<file path="src/hdl/grtg_pkg.sv">
// Shared types, codes and constants of the gradient ramp texel generator.
`timescale 1ns / 1ps

package grtg_pkg;

  localparam int POS_W  = 9;
  localparam int COL_W  = 32;
  localparam int PROD_W = 17;
  localparam int ROOT_W = 29;
  localparam int QUOT_W = 9;
  localparam int STEP_W = 4;

  localparam logic              OP_WRITE_STOP = 1'b0;
  localparam logic              OP_TEXEL      = 1'b1;

  localparam logic              KIND_LINEAR   = 1'b0;
  localparam logic              KIND_RADIAL   = 1'b1;

  localparam int                CFG_IDX_W         = 1;
  localparam int                CFG_DATA_W        = 4;
  localparam logic [CFG_IDX_W-1:0] CFG_STOP_COUNT    = 1'd0;
  localparam logic [CFG_IDX_W-1:0] CFG_GRADIENT_KIND = 1'd1;
  localparam logic [CFG_DATA_W-1:0] STOP_COUNT_RESET = 4'd2;

  localparam logic [1:0]        CH_RED   = 2'd0;
  localparam logic [1:0]        CH_GREEN = 2'd1;
  localparam logic [1:0]        CH_BLUE  = 2'd2;
  localparam logic [1:0]        CH_ALPHA = 2'd3;

  // restoring divider: index of the last quotient step; nine quotient bits per division
  localparam logic [STEP_W-1:0] DIV_LAST = 4'd8;
  // radius scale: 256 * sqrt(d2) / 63 maps a distance of 31.5 texels (half the side) to 256
  localparam logic [POS_W-1:0]  RADIUS_DIVISOR = 9'd63;
  localparam logic [ROOT_W-1:0] SQRT_FIRST_BIT = 29'h1000_0000;
  localparam logic [6:0]        CENTRE_X2      = 7'd63;

  typedef struct packed {
    logic       operation;
    logic [2:0] stop_slot;
    logic [8:0] stop_position;
    logic [7:0] stop_red;
    logic [7:0] stop_green;
    logic [7:0] stop_blue;
    logic [7:0] stop_alpha;
    logic [7:0] texel_x;
    logic [5:0] texel_y;
  } in_item_t;

  typedef struct packed {
    logic [7:0] out_red;
    logic [7:0] out_green;
    logic [7:0] out_blue;
    logic [7:0] out_alpha;
  } out_item_t;

  typedef enum logic [4:0] {
    ST_IDLE,
    ST_LIN_SCAN,
    ST_LIN_PICK,
    ST_R_DX,
    ST_R_DY,
    ST_R_D2,
    ST_SQRT,
    ST_DIV,
    ST_R_SEARCH,
    ST_R_LOW,
    ST_FETCH_A,
    ST_FETCH_B,
    ST_MUL_A,
    ST_MUL_B,
    ST_SUM,
    ST_SOLID,
    ST_DONE
  } state_t;

  function automatic logic [7:0] chan_sel(input logic [COL_W-1:0] colour,
                                          input logic [1:0] ch);
    logic [7:0] v;
    case (ch)
      CH_RED:   v = colour[31:24];
      CH_GREEN: v = colour[23:16];
      CH_BLUE:  v = colour[15:8];
      default:  v = colour[7:0];
    endcase
    return v;
  endfunction

endpackage

</file>
<file path="src/hdl/gradient_ramp_texel_generator.sv">
// Top level: colour stop table, sequencer and shared multiply/divide/root datapath.
// Stop write: no result. Linear texel: the stop scan, then either the colour of one stop
//   or four blends of a multiply pair and a 9-step divide.
// Radial texel: a 15-step square root and a 9-step divide come first.
// One texel at a time; a finished result waits in the output register while the next
//   transaction is taken. Synchronous active-low reset clears control and config only.
`timescale 1ns / 1ps

module gradient_ramp_texel_generator #(
  parameter int MAX_STOPS = 8
) (
  input  logic                                clk,
  input  logic                                rst_n,
  input  logic                                in_valid,
  output logic                                in_stall,
  input  grtg_pkg::in_item_t                  in_data,
  output logic                                out_valid,
  input  logic                                out_stall,
  output grtg_pkg::out_item_t                 out_data,
  input  logic                                cfg_wr_en,
  input  logic [grtg_pkg::CFG_IDX_W-1:0]      cfg_index,
  input  logic [grtg_pkg::CFG_DATA_W-1:0]     cfg_wdata
);

  localparam int IDX_W = $clog2(MAX_STOPS);

  // stop tables
  logic [grtg_pkg::POS_W-1:0] stop_pos_r [MAX_STOPS];
  logic [grtg_pkg::COL_W-1:0] stop_col_r [MAX_STOPS];

  logic [grtg_pkg::CFG_DATA_W-1:0] stop_count_r;
  logic                            kind_r;

  grtg_pkg::state_t state_r, state_nxt;
  logic                        out_valid_r, out_valid_nxt;
  grtg_pkg::out_item_t         out_data_r, out_data_nxt;

  logic [7:0]                  x_r, x_nxt;
  logic [5:0]                  y_r, y_nxt;
  logic [IDX_W-1:0]            last_r, last_nxt;
  logic [IDX_W-1:0]            idx_r, idx_nxt;
  logic [IDX_W-1:0]            hit_r, hit_nxt;
  logic [grtg_pkg::POS_W-1:0]  x1_r, x1_nxt;
  logic [grtg_pkg::POS_W-1:0]  hx1_r, hx1_nxt;
  logic [grtg_pkg::POS_W-1:0]  hx2_r, hx2_nxt;
  logic [grtg_pkg::PROD_W-1:0] prod_r, prod_nxt;
  logic [grtg_pkg::PROD_W-1:0] acc_r, acc_nxt;
  logic [grtg_pkg::ROOT_W-1:0] v_r, v_nxt;
  logic [grtg_pkg::ROOT_W-1:0] root_r, root_nxt;
  logic [grtg_pkg::ROOT_W-1:0] bit_r, bit_nxt;
  logic [grtg_pkg::PROD_W-1:0] rem_r, rem_nxt;
  logic [grtg_pkg::PROD_W-1:0] dsh_r, dsh_nxt;
  logic [grtg_pkg::QUOT_W-1:0] quot_r, quot_nxt;
  logic [grtg_pkg::STEP_W-1:0] step_r, step_nxt;
  logic                        root_div_r, root_div_nxt;
  logic [grtg_pkg::POS_W-1:0]  f_r, f_nxt;
  logic [grtg_pkg::POS_W-1:0]  pb_r, pb_nxt;
  logic [grtg_pkg::COL_W-1:0]  ca_r, ca_nxt;
  logic [grtg_pkg::COL_W-1:0]  cb_r, cb_nxt;
  logic [grtg_pkg::POS_W-1:0]  wa_r, wa_nxt;
  logic [grtg_pkg::POS_W-1:0]  wb_r, wb_nxt;
  logic [grtg_pkg::POS_W-1:0]  den_r, den_nxt;
  logic [1:0]                  ch_r, ch_nxt;
  logic [grtg_pkg::COL_W-1:0]  res_r, res_nxt;

  logic                        in_accept;
  logic [grtg_pkg::POS_W-1:0]  rd_pos;
  logic [grtg_pkg::COL_W-1:0]  rd_col;
  logic [4:0]                  cnt_ext;
  logic [IDX_W-1:0]            last_calc;
  logic [7:0]                  mul_a;
  logic [grtg_pkg::POS_W-1:0]  mul_b;
  logic [6:0]                  two_x, two_y;
  logic [5:0]                  dx_mag, dy_mag;
  logic [grtg_pkg::POS_W-1:0]  x9;
  logic [grtg_pkg::ROOT_W:0]   sq_trial;
  logic                        div_ge;

  assign in_stall  = (state_r != grtg_pkg::ST_IDLE);
  assign in_accept = in_valid && !in_stall;
  assign out_valid = out_valid_r;
  assign out_data  = out_data_r;

  assign rd_pos = stop_pos_r[idx_r];
  assign rd_col = stop_col_r[idx_r];
  assign x9     = {1'b0, x_r};

  // stops in use, less one, with zero taken as one and saturation at the table size
  assign cnt_ext = {1'b0, stop_count_r};
  always_comb begin
    if (stop_count_r == '0) begin
      last_calc = '0;
    end else if (cnt_ext > 5'(MAX_STOPS)) begin
      last_calc = IDX_W'(MAX_STOPS - 1);
    end else begin
      last_calc = IDX_W'(cnt_ext - 5'd1);
    end
  end

  // distance from the centre, doubled: |2x - 63|
  assign two_x  = {x_r[5:0], 1'b0};
  assign two_y  = {y_r, 1'b0};
  assign dx_mag = (two_x >= grtg_pkg::CENTRE_X2) ? 6'(two_x - grtg_pkg::CENTRE_X2)
                                                 : 6'(grtg_pkg::CENTRE_X2 - two_x);
  assign dy_mag = (two_y >= grtg_pkg::CENTRE_X2) ? 6'(two_y - grtg_pkg::CENTRE_X2)
                                                 : 6'(grtg_pkg::CENTRE_X2 - two_y);

  // shared multiplier operands
  always_comb begin
    case (state_r)
      grtg_pkg::ST_R_DX: begin
        mul_a = 8'(dx_mag);
        mul_b = 9'(dx_mag);
      end
      grtg_pkg::ST_R_DY: begin
        mul_a = 8'(dy_mag);
        mul_b = 9'(dy_mag);
      end
      grtg_pkg::ST_MUL_A: begin
        mul_a = grtg_pkg::chan_sel(ca_r, ch_r);
        mul_b = wa_r;
      end
      grtg_pkg::ST_MUL_B: begin
        mul_a = grtg_pkg::chan_sel(cb_r, ch_r);
        mul_b = wb_r;
      end
      default: begin
        mul_a = '0;
        mul_b = '0;
      end
    endcase
  end

  assign sq_trial = {1'b0, root_r} + {1'b0, bit_r};
  assign div_ge   = (rem_r >= dsh_r);

  always_comb begin
    state_nxt     = state_r;
    out_valid_nxt = out_valid_r && out_stall;
    out_data_nxt  = out_data_r;
    x_nxt         = x_r;
    y_nxt         = y_r;
    last_nxt      = last_r;
    idx_nxt       = idx_r;
    hit_nxt       = hit_r;
    x1_nxt        = x1_r;
    hx1_nxt       = hx1_r;
    hx2_nxt       = hx2_r;
    prod_nxt      = grtg_pkg::PROD_W'(mul_a) * grtg_pkg::PROD_W'(mul_b);
    acc_nxt       = acc_r;
    v_nxt         = v_r;
    root_nxt      = root_r;
    bit_nxt       = bit_r;
    rem_nxt       = rem_r;
    dsh_nxt       = dsh_r;
    quot_nxt      = quot_r;
    step_nxt      = step_r;
    root_div_nxt  = root_div_r;
    f_nxt         = f_r;
    pb_nxt        = pb_r;
    ca_nxt        = ca_r;
    cb_nxt        = cb_r;
    wa_nxt        = wa_r;
    wb_nxt        = wb_r;
    den_nxt       = den_r;
    ch_nxt        = ch_r;
    res_nxt       = res_r;

    case (state_r)
      grtg_pkg::ST_IDLE: begin
        if (in_accept && in_data.operation == grtg_pkg::OP_TEXEL) begin
          x_nxt    = in_data.texel_x;
          y_nxt    = in_data.texel_y;
          last_nxt = last_calc;
          if (kind_r == grtg_pkg::KIND_RADIAL) begin
            state_nxt = grtg_pkg::ST_R_DX;
          end else if (last_calc == '0) begin
            idx_nxt   = '0;
            state_nxt = grtg_pkg::ST_SOLID;
          end else begin
            idx_nxt   = IDX_W'(1);
            x1_nxt    = '0;
            hit_nxt   = '0;
            state_nxt = grtg_pkg::ST_LIN_SCAN;
          end
        end
      end

      // one segment per cycle; the last covering segment wins
      grtg_pkg::ST_LIN_SCAN: begin
        if (x9 >= x1_r && x9 < rd_pos) begin
          hit_nxt = idx_r;
          hx1_nxt = x1_r;
          hx2_nxt = rd_pos;
        end
        x1_nxt = rd_pos;
        if (idx_r == last_r) begin
          state_nxt = grtg_pkg::ST_LIN_PICK;
        end else begin
          idx_nxt = idx_r + 1'b1;
        end
      end

      grtg_pkg::ST_LIN_PICK: begin
        if (hit_r == '0) begin
          // texel outside every segment: colour of the last stop
          idx_nxt   = last_r;
          state_nxt = grtg_pkg::ST_SOLID;
        end else begin
          wa_nxt    = hx2_r - x9;
          wb_nxt    = x9 - hx1_r;
          den_nxt   = hx2_r - hx1_r;
          idx_nxt   = hit_r - 1'b1;
          state_nxt = grtg_pkg::ST_FETCH_A;
        end
      end

      grtg_pkg::ST_FETCH_A: begin
        ca_nxt    = rd_col;
        idx_nxt   = idx_r + 1'b1;
        state_nxt = grtg_pkg::ST_FETCH_B;
      end

      grtg_pkg::ST_FETCH_B: begin
        cb_nxt    = rd_col;
        ch_nxt    = grtg_pkg::CH_RED;
        state_nxt = grtg_pkg::ST_MUL_A;
      end

      grtg_pkg::ST_MUL_A: begin
        state_nxt = grtg_pkg::ST_MUL_B;
      end

      grtg_pkg::ST_MUL_B: begin
        acc_nxt   = prod_r;
        state_nxt = grtg_pkg::ST_SUM;
      end

      grtg_pkg::ST_SUM: begin
        rem_nxt      = grtg_pkg::PROD_W'({1'b0, acc_r} + {1'b0, prod_r});
        dsh_nxt      = {den_r, 8'b0};
        quot_nxt     = '0;
        step_nxt     = '0;
        root_div_nxt = 1'b0;
        state_nxt    = grtg_pkg::ST_DIV;
      end

      grtg_pkg::ST_R_DX: begin
        state_nxt = grtg_pkg::ST_R_DY;
      end

      grtg_pkg::ST_R_DY: begin
        acc_nxt   = prod_r;
        state_nxt = grtg_pkg::ST_R_D2;
      end

      grtg_pkg::ST_R_D2: begin
        v_nxt     = {13'(acc_r + prod_r), 16'b0};
        root_nxt  = '0;
        bit_nxt   = grtg_pkg::SQRT_FIRST_BIT;
        state_nxt = grtg_pkg::ST_SQRT;
      end

      // digit-by-digit square root, one result bit per cycle
      grtg_pkg::ST_SQRT: begin
        if ({1'b0, v_r} >= sq_trial) begin
          v_nxt    = v_r - grtg_pkg::ROOT_W'(sq_trial);
          root_nxt = (root_r >> 1) + bit_r;
        end else begin
          root_nxt = root_r >> 1;
        end
        bit_nxt = bit_r >> 2;
        if (bit_r == grtg_pkg::ROOT_W'(1)) begin
          rem_nxt      = grtg_pkg::PROD_W'(root_nxt);
          dsh_nxt      = {grtg_pkg::RADIUS_DIVISOR, 8'b0};
          quot_nxt     = '0;
          step_nxt     = '0;
          root_div_nxt = 1'b1;
          state_nxt    = grtg_pkg::ST_DIV;
        end
      end

      // restoring divide, one quotient bit per cycle
      grtg_pkg::ST_DIV: begin
        if (div_ge) begin
          rem_nxt = rem_r - dsh_r;
        end
        quot_nxt = {quot_r[grtg_pkg::QUOT_W-2:0], div_ge};
        dsh_nxt  = dsh_r >> 1;
        step_nxt = step_r + 1'b1;
        if (step_r == grtg_pkg::DIV_LAST) begin
          if (root_div_r) begin
            f_nxt = quot_nxt;
            if (last_r == '0) begin
              idx_nxt   = '0;
              state_nxt = grtg_pkg::ST_SOLID;
            end else begin
              idx_nxt   = IDX_W'(1);
              state_nxt = grtg_pkg::ST_R_SEARCH;
            end
          end else begin
            res_nxt = {res_r[23:0], quot_nxt[7:0]};
            if (ch_r == grtg_pkg::CH_ALPHA) begin
              state_nxt = grtg_pkg::ST_DONE;
            end else begin
              ch_nxt    = ch_r + 1'b1;
              state_nxt = grtg_pkg::ST_MUL_A;
            end
          end
        end
      end

      // idx points at the upper stop of the bracket under test
      grtg_pkg::ST_R_SEARCH: begin
        if (idx_r < last_r && rd_pos < f_r) begin
          idx_nxt = idx_r + 1'b1;
        end else begin
          pb_nxt    = rd_pos;
          idx_nxt   = idx_r - 1'b1;
          state_nxt = grtg_pkg::ST_R_LOW;
        end
      end

      grtg_pkg::ST_R_LOW: begin
        if (f_r <= rd_pos) begin
          state_nxt = grtg_pkg::ST_SOLID;
        end else if (f_r >= pb_r) begin
          idx_nxt   = idx_r + 1'b1;
          state_nxt = grtg_pkg::ST_SOLID;
        end else begin
          ca_nxt    = rd_col;
          wa_nxt    = pb_r - f_r;
          wb_nxt    = f_r - rd_pos;
          den_nxt   = pb_r - rd_pos;
          idx_nxt   = idx_r + 1'b1;
          state_nxt = grtg_pkg::ST_FETCH_B;
        end
      end

      grtg_pkg::ST_SOLID: begin
        res_nxt   = rd_col;
        state_nxt = grtg_pkg::ST_DONE;
      end

      grtg_pkg::ST_DONE: begin
        if (!out_valid_r || !out_stall) begin
          out_valid_nxt = 1'b1;
          out_data_nxt  = res_r;
          state_nxt     = grtg_pkg::ST_IDLE;
        end
      end

      default: begin
        state_nxt = grtg_pkg::ST_IDLE;
      end
    endcase
  end

  always_ff @(posedge clk) begin
    if (!rst_n) begin
      state_r      <= grtg_pkg::ST_IDLE;
      out_valid_r  <= 1'b0;
      stop_count_r <= grtg_pkg::STOP_COUNT_RESET;
      kind_r       <= grtg_pkg::KIND_LINEAR;
    end else begin
      state_r     <= state_nxt;
      out_valid_r <= out_valid_nxt;
      if (cfg_wr_en) begin
        case (cfg_index)
          grtg_pkg::CFG_STOP_COUNT:    stop_count_r <= cfg_wdata;
          grtg_pkg::CFG_GRADIENT_KIND: kind_r       <= cfg_wdata[0];
          default: ;
        endcase
      end
    end
  end

  always_ff @(posedge clk) begin
    out_data_r <= out_data_nxt;
    x_r        <= x_nxt;
    y_r        <= y_nxt;
    last_r     <= last_nxt;
    idx_r      <= idx_nxt;
    hit_r      <= hit_nxt;
    x1_r       <= x1_nxt;
    hx1_r      <= hx1_nxt;
    hx2_r      <= hx2_nxt;
    prod_r     <= prod_nxt;
    acc_r      <= acc_nxt;
    v_r        <= v_nxt;
    root_r     <= root_nxt;
    bit_r      <= bit_nxt;
    rem_r      <= rem_nxt;
    dsh_r      <= dsh_nxt;
    quot_r     <= quot_nxt;
    step_r     <= step_nxt;
    root_div_r <= root_div_nxt;
    f_r        <= f_nxt;
    pb_r       <= pb_nxt;
    ca_r       <= ca_nxt;
    cb_r       <= cb_nxt;
    wa_r       <= wa_nxt;
    wb_r       <= wb_nxt;
    den_r      <= den_nxt;
    ch_r       <= ch_nxt;
    res_r      <= res_nxt;
  end

  // stop writes; slots past the table are dropped
  always_ff @(posedge clk) begin
    if (in_accept && in_data.operation == grtg_pkg::OP_WRITE_STOP &&
        32'(in_data.stop_slot) < MAX_STOPS) begin
      stop_pos_r[IDX_W'(in_data.stop_slot)] <= in_data.stop_position;
      stop_col_r[IDX_W'(in_data.stop_slot)] <= {in_data.stop_red, in_data.stop_green,
                                                in_data.stop_blue, in_data.stop_alpha};
    end
  end

  a_write_stays_idle: assert property (@(posedge clk) disable iff (!rst_n)
    (in_accept && in_data.operation == grtg_pkg::OP_WRITE_STOP)
      |=> state_r == grtg_pkg::ST_IDLE)
    else $error("stop write left the idle state");

  a_quot_fits: assert property (@(posedge clk) disable iff (!rst_n)
    (state_r == grtg_pkg::ST_DIV && step_r == '0) |-> ({1'b0, rem_r} < {dsh_r, 1'b0}))
    else $error("dividend too large for the quotient width");

  a_sqrt_bit_onehot: assert property (@(posedge clk) disable iff (!rst_n)
    state_r == grtg_pkg::ST_SQRT |-> $onehot(bit_r))
    else $error("square root bit lost its single set bit");

  a_search_range: assert property (@(posedge clk) disable iff (!rst_n)
    state_r == grtg_pkg::ST_R_SEARCH |-> (idx_r != '0 && idx_r <= last_r))
    else $error("radial search index outside the stops in use");

  a_result_held: assert property (@(posedge clk) disable iff (!rst_n)
    (state_r == grtg_pkg::ST_DONE && out_valid_r && out_stall)
      |=> state_r == grtg_pkg::ST_DONE)
    else $error("finished texel dropped while the output was stalled");

endmodule

</file>
<file path="config.mk">
export PLATFORM = sky130hd
export DESIGN_NAME = gradient_ramp_texel_generator
export DESIGN_NICKNAME = d
export VERILOG_FILES = /design/src/hdl/grtg_pkg.sv /design/src/hdl/gradient_ramp_texel_generator.sv
export SDC_FILE = /design/constraint.sdc
export NUM_CORES = 1
export LEC_CHECK = 0
export BUFFER_PORTS_ARGS = -buffer_cell sky130_fd_sc_hd__buf_4
export CAP_MARGIN = 20
export CELL_PAD_IN_SITES_DETAIL_PLACEMENT = 1
export CELL_PAD_IN_SITES_GLOBAL_PLACEMENT = 1
export CORE_MARGIN = 5
export CORE_UTILIZATION = 45
export DETAILED_ROUTE_END_ITERATION = 6
export PLACE_DENSITY = 0.76
export SYNTH_ARGS = -nofsm -noshare
export SYNTH_HDL_FRONTEND = slang
export SYNTH_SLANG_ARGS = --single-unit
</file>
<file path="constraint.sdc">
create_clock -name clk -period 11.7 [get_ports clk]
set_clock_uncertainty 0.15 [all_clocks]
set_input_delay 2.34 -clock clk [delete_from_list [all_inputs] [get_ports clk]]
set_output_delay 2.34 -clock clk [all_outputs]
set_load 0.05 [all_outputs]
</file>
==> results.cfg <==
[synthesis]
yosysWarnings = 0
synthesis.area_sq_um = 36560
syn_nets = 3045
seq_area_frac_synth_pct = 58.38
yosys_most_used_dff = edfxtp_1
synth-seq-cells = 721
netlist_instances = 2716
syn_area_per_cell_sq_um = 13.46
synth_commonest_cells = edfxtp_1, nor2_1, ha_1
synth_top_area_share_pct = 56.68
synthArstFlopShare_pct = 0
synth_edf_count = 690
yosys.area.top_type = edfxtp_1
yosys-top-cells-area = edfxtp_1, ha_1, mux4_2, fa_1, nor2_1
yosysMostFrequentCell = edfxtp_1
synth.distinct_cells = 72

[finish]
layout-drive-gt1-share_pct = 15.82
fillers = 7985
finalNetCount = 3183
stdcell_count = 3981
syn_to_final_growth_pct = 13.23

[clocking]
clk_root_buffer_cell = clkbuf_16
htreeDepth = 3
path_clk_slew_ns = 0.06
clk_latency_ns = 0.66
cts_tree = built
cts_buffers = 79
cts_resized = 0
cts_buffer_depth = 3
holdBufCountCts = 0
cts_setup_buffers = 0
numClockSinks = 721

[routing]
drt_iter0_drc = 1732
vias = 23010
firstDrtPassIters = 7
wl_per_cell_um = 24.65
finalWirelength_um = 98130
antenna_left = 0
drc = 1
via_per_inst = 5.780

[global_route]
grt_pass1_vias = 24930
grt_pass1_wl_um = 150400
grt_max_degree = 73
grt_use_total_pct = 22.42
antenna_found_initial = 2
grt_overflow = 0

[timing]
rsz0062_at_grt = false
worstMarginPinSlew_ns = 1.102
final-hold-violation-count = 0
fmax_ghz = 0.1448
setup_viol = 0
relSlewSlack_pct = 26.53
period_share_pct = 59.01
period_minus_slack_ns = 6.904
setup_slack_ns = 4.796
finalMaxSlewViolations = 0
fin_tns_setup_ns = 0

[job]
cap_violations = 0

[power]
p_sw_mw = 2.775
seqPwrFrac_pct = 40.3
p_comb_share_pct = 29.5
leakagePower_nw = 15.32
sw_frac_of_total_pct = 33.31
clkPwrFrac_pct = 30.2
p_int_mw = 5.555
peakVddDrop_v = 0.0002850
power_density_nw_per_um2 = 201.2
total_power_mw = 8.330

[setup_path]
r2r-end = prod_r[15]$_DFF_P_
cp.arrival_ns = 7.31
r2r-start = state_r[4]$_SDFFE_PN0P_
ff2ff_path_depth = 19
required_ns = 12.11
crit_start = state_r[4]$_SDFFE_PN0P_
path_class = reg2reg
crit_end = prod_r[15]$_DFF_P_
end_kind = register
critPathLaunchType = register
rrSetupSlack_ns = 4.80
crit_path_max_fanout = 17

[floorplanning]
fp.dieH_um = 295.0
die_area_sq_um = 87030
initial_core_util_pct = 45.38
io_pins = 103
coreArea_sq_um = 80550
die_w_um = 295.0
num_rows = 104

[place]
place_ws_ns = 4.854
placed_cells = 3832
gp_congestion = 0.8929
portBuffers = 102
dp_hpwl_um = 69460

[run_status]
status = finished, violations left
violations = design-rule violations

[min_path]
hold_path.class = reg2reg
routing by layer:
layer / vias to the layer above / track usage [%] / routed length, um
met4: 0 / 7.274 / 3299
met2: 545 / 40.91 / 51280
met1: 11830 / 27.98 / 40040
met5: - / 0 / 0
li1: 10470 / - / -
met3: 171 / 2.592 / 3515
per-stage QoR:
| step | cell area [sq um] | util, % | hold WS, ns |
|---|---|---|---|
| global route | 41390 | 51.39 | 0.2781 |
| finish | 41390 | 51.39 | 0.2758 |
| CTS | 41360 | 51.35 | 0.2693 |
| floorplan | 36560 | - | 0.2503 |
| detailed placement | 38720 | 48.07 | 0.2556 |
| global placement | 38710 | 48.05 | 0.2521 |
how the worst min path moves through the flow:
stage                            startpoint                      to  slack [ns]  cells after the start
floorplan           quot_r[7]$_SDFFCE_PN0P_        f_r[8]$_DFFE_PP_        0.25                      0
CTS                     res_r[26]$_DFFE_PP_  out_data[26]$_DFFE_PP_        0.27                      0
global route            res_r[26]$_DFFE_PP_  out_data[26]$_DFFE_PP_        0.28                      0
detailed placement      res_r[26]$_DFFE_PP_  out_data[26]$_DFFE_PP_        0.26                      0
global placement        res_r[26]$_DFFE_PP_  out_data[26]$_DFFE_PP_        0.25                      0
finish                  res_r[26]$_DFFE_PP_  out_data[26]$_DFFE_PP_        0.28                      0
placed cells by master (no fill, tap or decap), types with 15 or more instances in the layout:
| cell type | n |
|---|---|
| a211oi_1 | 20 |
| mux2_2 | 67 |
| edfxtp_1 | 690 |
| nand2b_1 | 30 |
| buf_4 | 134 |
| o21a_1 | 21 |
| mux4_2 | 82 |
| clkinv_1 | 15 |
| a21oi_1 | 105 |
| nand3_1 | 26 |
| mux2i_1 | 27 |
| and2_1 | 31 |
| xnor2_1 | 84 |
| nor3_1 | 34 |
| or2_2 | 22 |
| clkbuf_16 | 79 |
| nand4_1 | 18 |
| clkbuf_1 | 16 |
| fa_1 | 51 |
| nor2_1 | 248 |
| dfxtp_1 | 28 |
| nor2b_1 | 37 |
| nand2_1 | 136 |
| a21o_1 | 44 |
| a222oi_1 | 16 |
| inv_1 | 176 |
| clkinv_2 | 15 |
| ha_1 | 209 |
| a31oi_1 | 24 |
| o21ai_0 | 113 |
| xor2_1 | 80 |
kinds of logic after synthesis:
kind of cell | Yosys count | share of synthesized area, %
flops | 721 | 58.38
simple gates | 650 | 8.355
compound gates | 489 | 8.868
fa+ha+maj | 260 | 9.947
buf+inv | 256 | 2.666
mux | 176 | 7.855
xor+xnor | 164 | 3.929
power by group through the flow:
stage	combinational [mW]	sequential [mW]	clock [mW]
floorplan	1.75	3.24	0
finish	2.46	3.36	2.52
global placement	2.32	3.40	0
global route	2.66	3.38	2.69
detailed placement	2.43	3.41	0
CTS	2.46	3.36	2.56
cell type report:
type | count | area, sq um | share of cell area, %
Clock buffer | 95 | 2037 | 4.921
Sequential cell | 721 | 21350 | 51.59
Multi-Input combinational cell | 1739 | 14360 | 34.69
Tap cell | 1060 | 1326 | 3.204
Timing Repair Buffer | 136 | 1049 | 2.533
Inverter | 177 | 664.4 | 1.605
Clock inverter | 52 | 603.1 | 1.457
Antenna cell | 1 | 2.502 | 0.006046
critical path: stages, from the launching register on:
cell and delay, ns:
dfxtp_1 0.76, nor2_1 0.31, and3_1 0.41, a221oi_1 0.99
or2_2 0.27, fa_1 0.44, fa_1 0.55, inv_1 0.06
fa_1 0.53, inv_1 0.05, fa_1 0.54, inv_1 0.05
ha_1 0.33, a21boi_0 0.15, o21ai_0 0.16, nand2b_1 0.12
a21o_1 0.21, a41o_1 0.25, o41ai_1 0.31, xnor2_1 0.16
state kept, by name (all words and copies together), names as in the netlist, 15 cells and up, named ones only:
signal,cells
dsh_r,17
root_r,29
out_data,32
ca_r,32
v_r,29
stop_col_r,256
res_r,32
prod_r,17
acc_r,17
stop_pos_r,72
rem_r,17
bit_r,15
cb_r,32
Note: power is estimated with default switching activity, not from simulation.
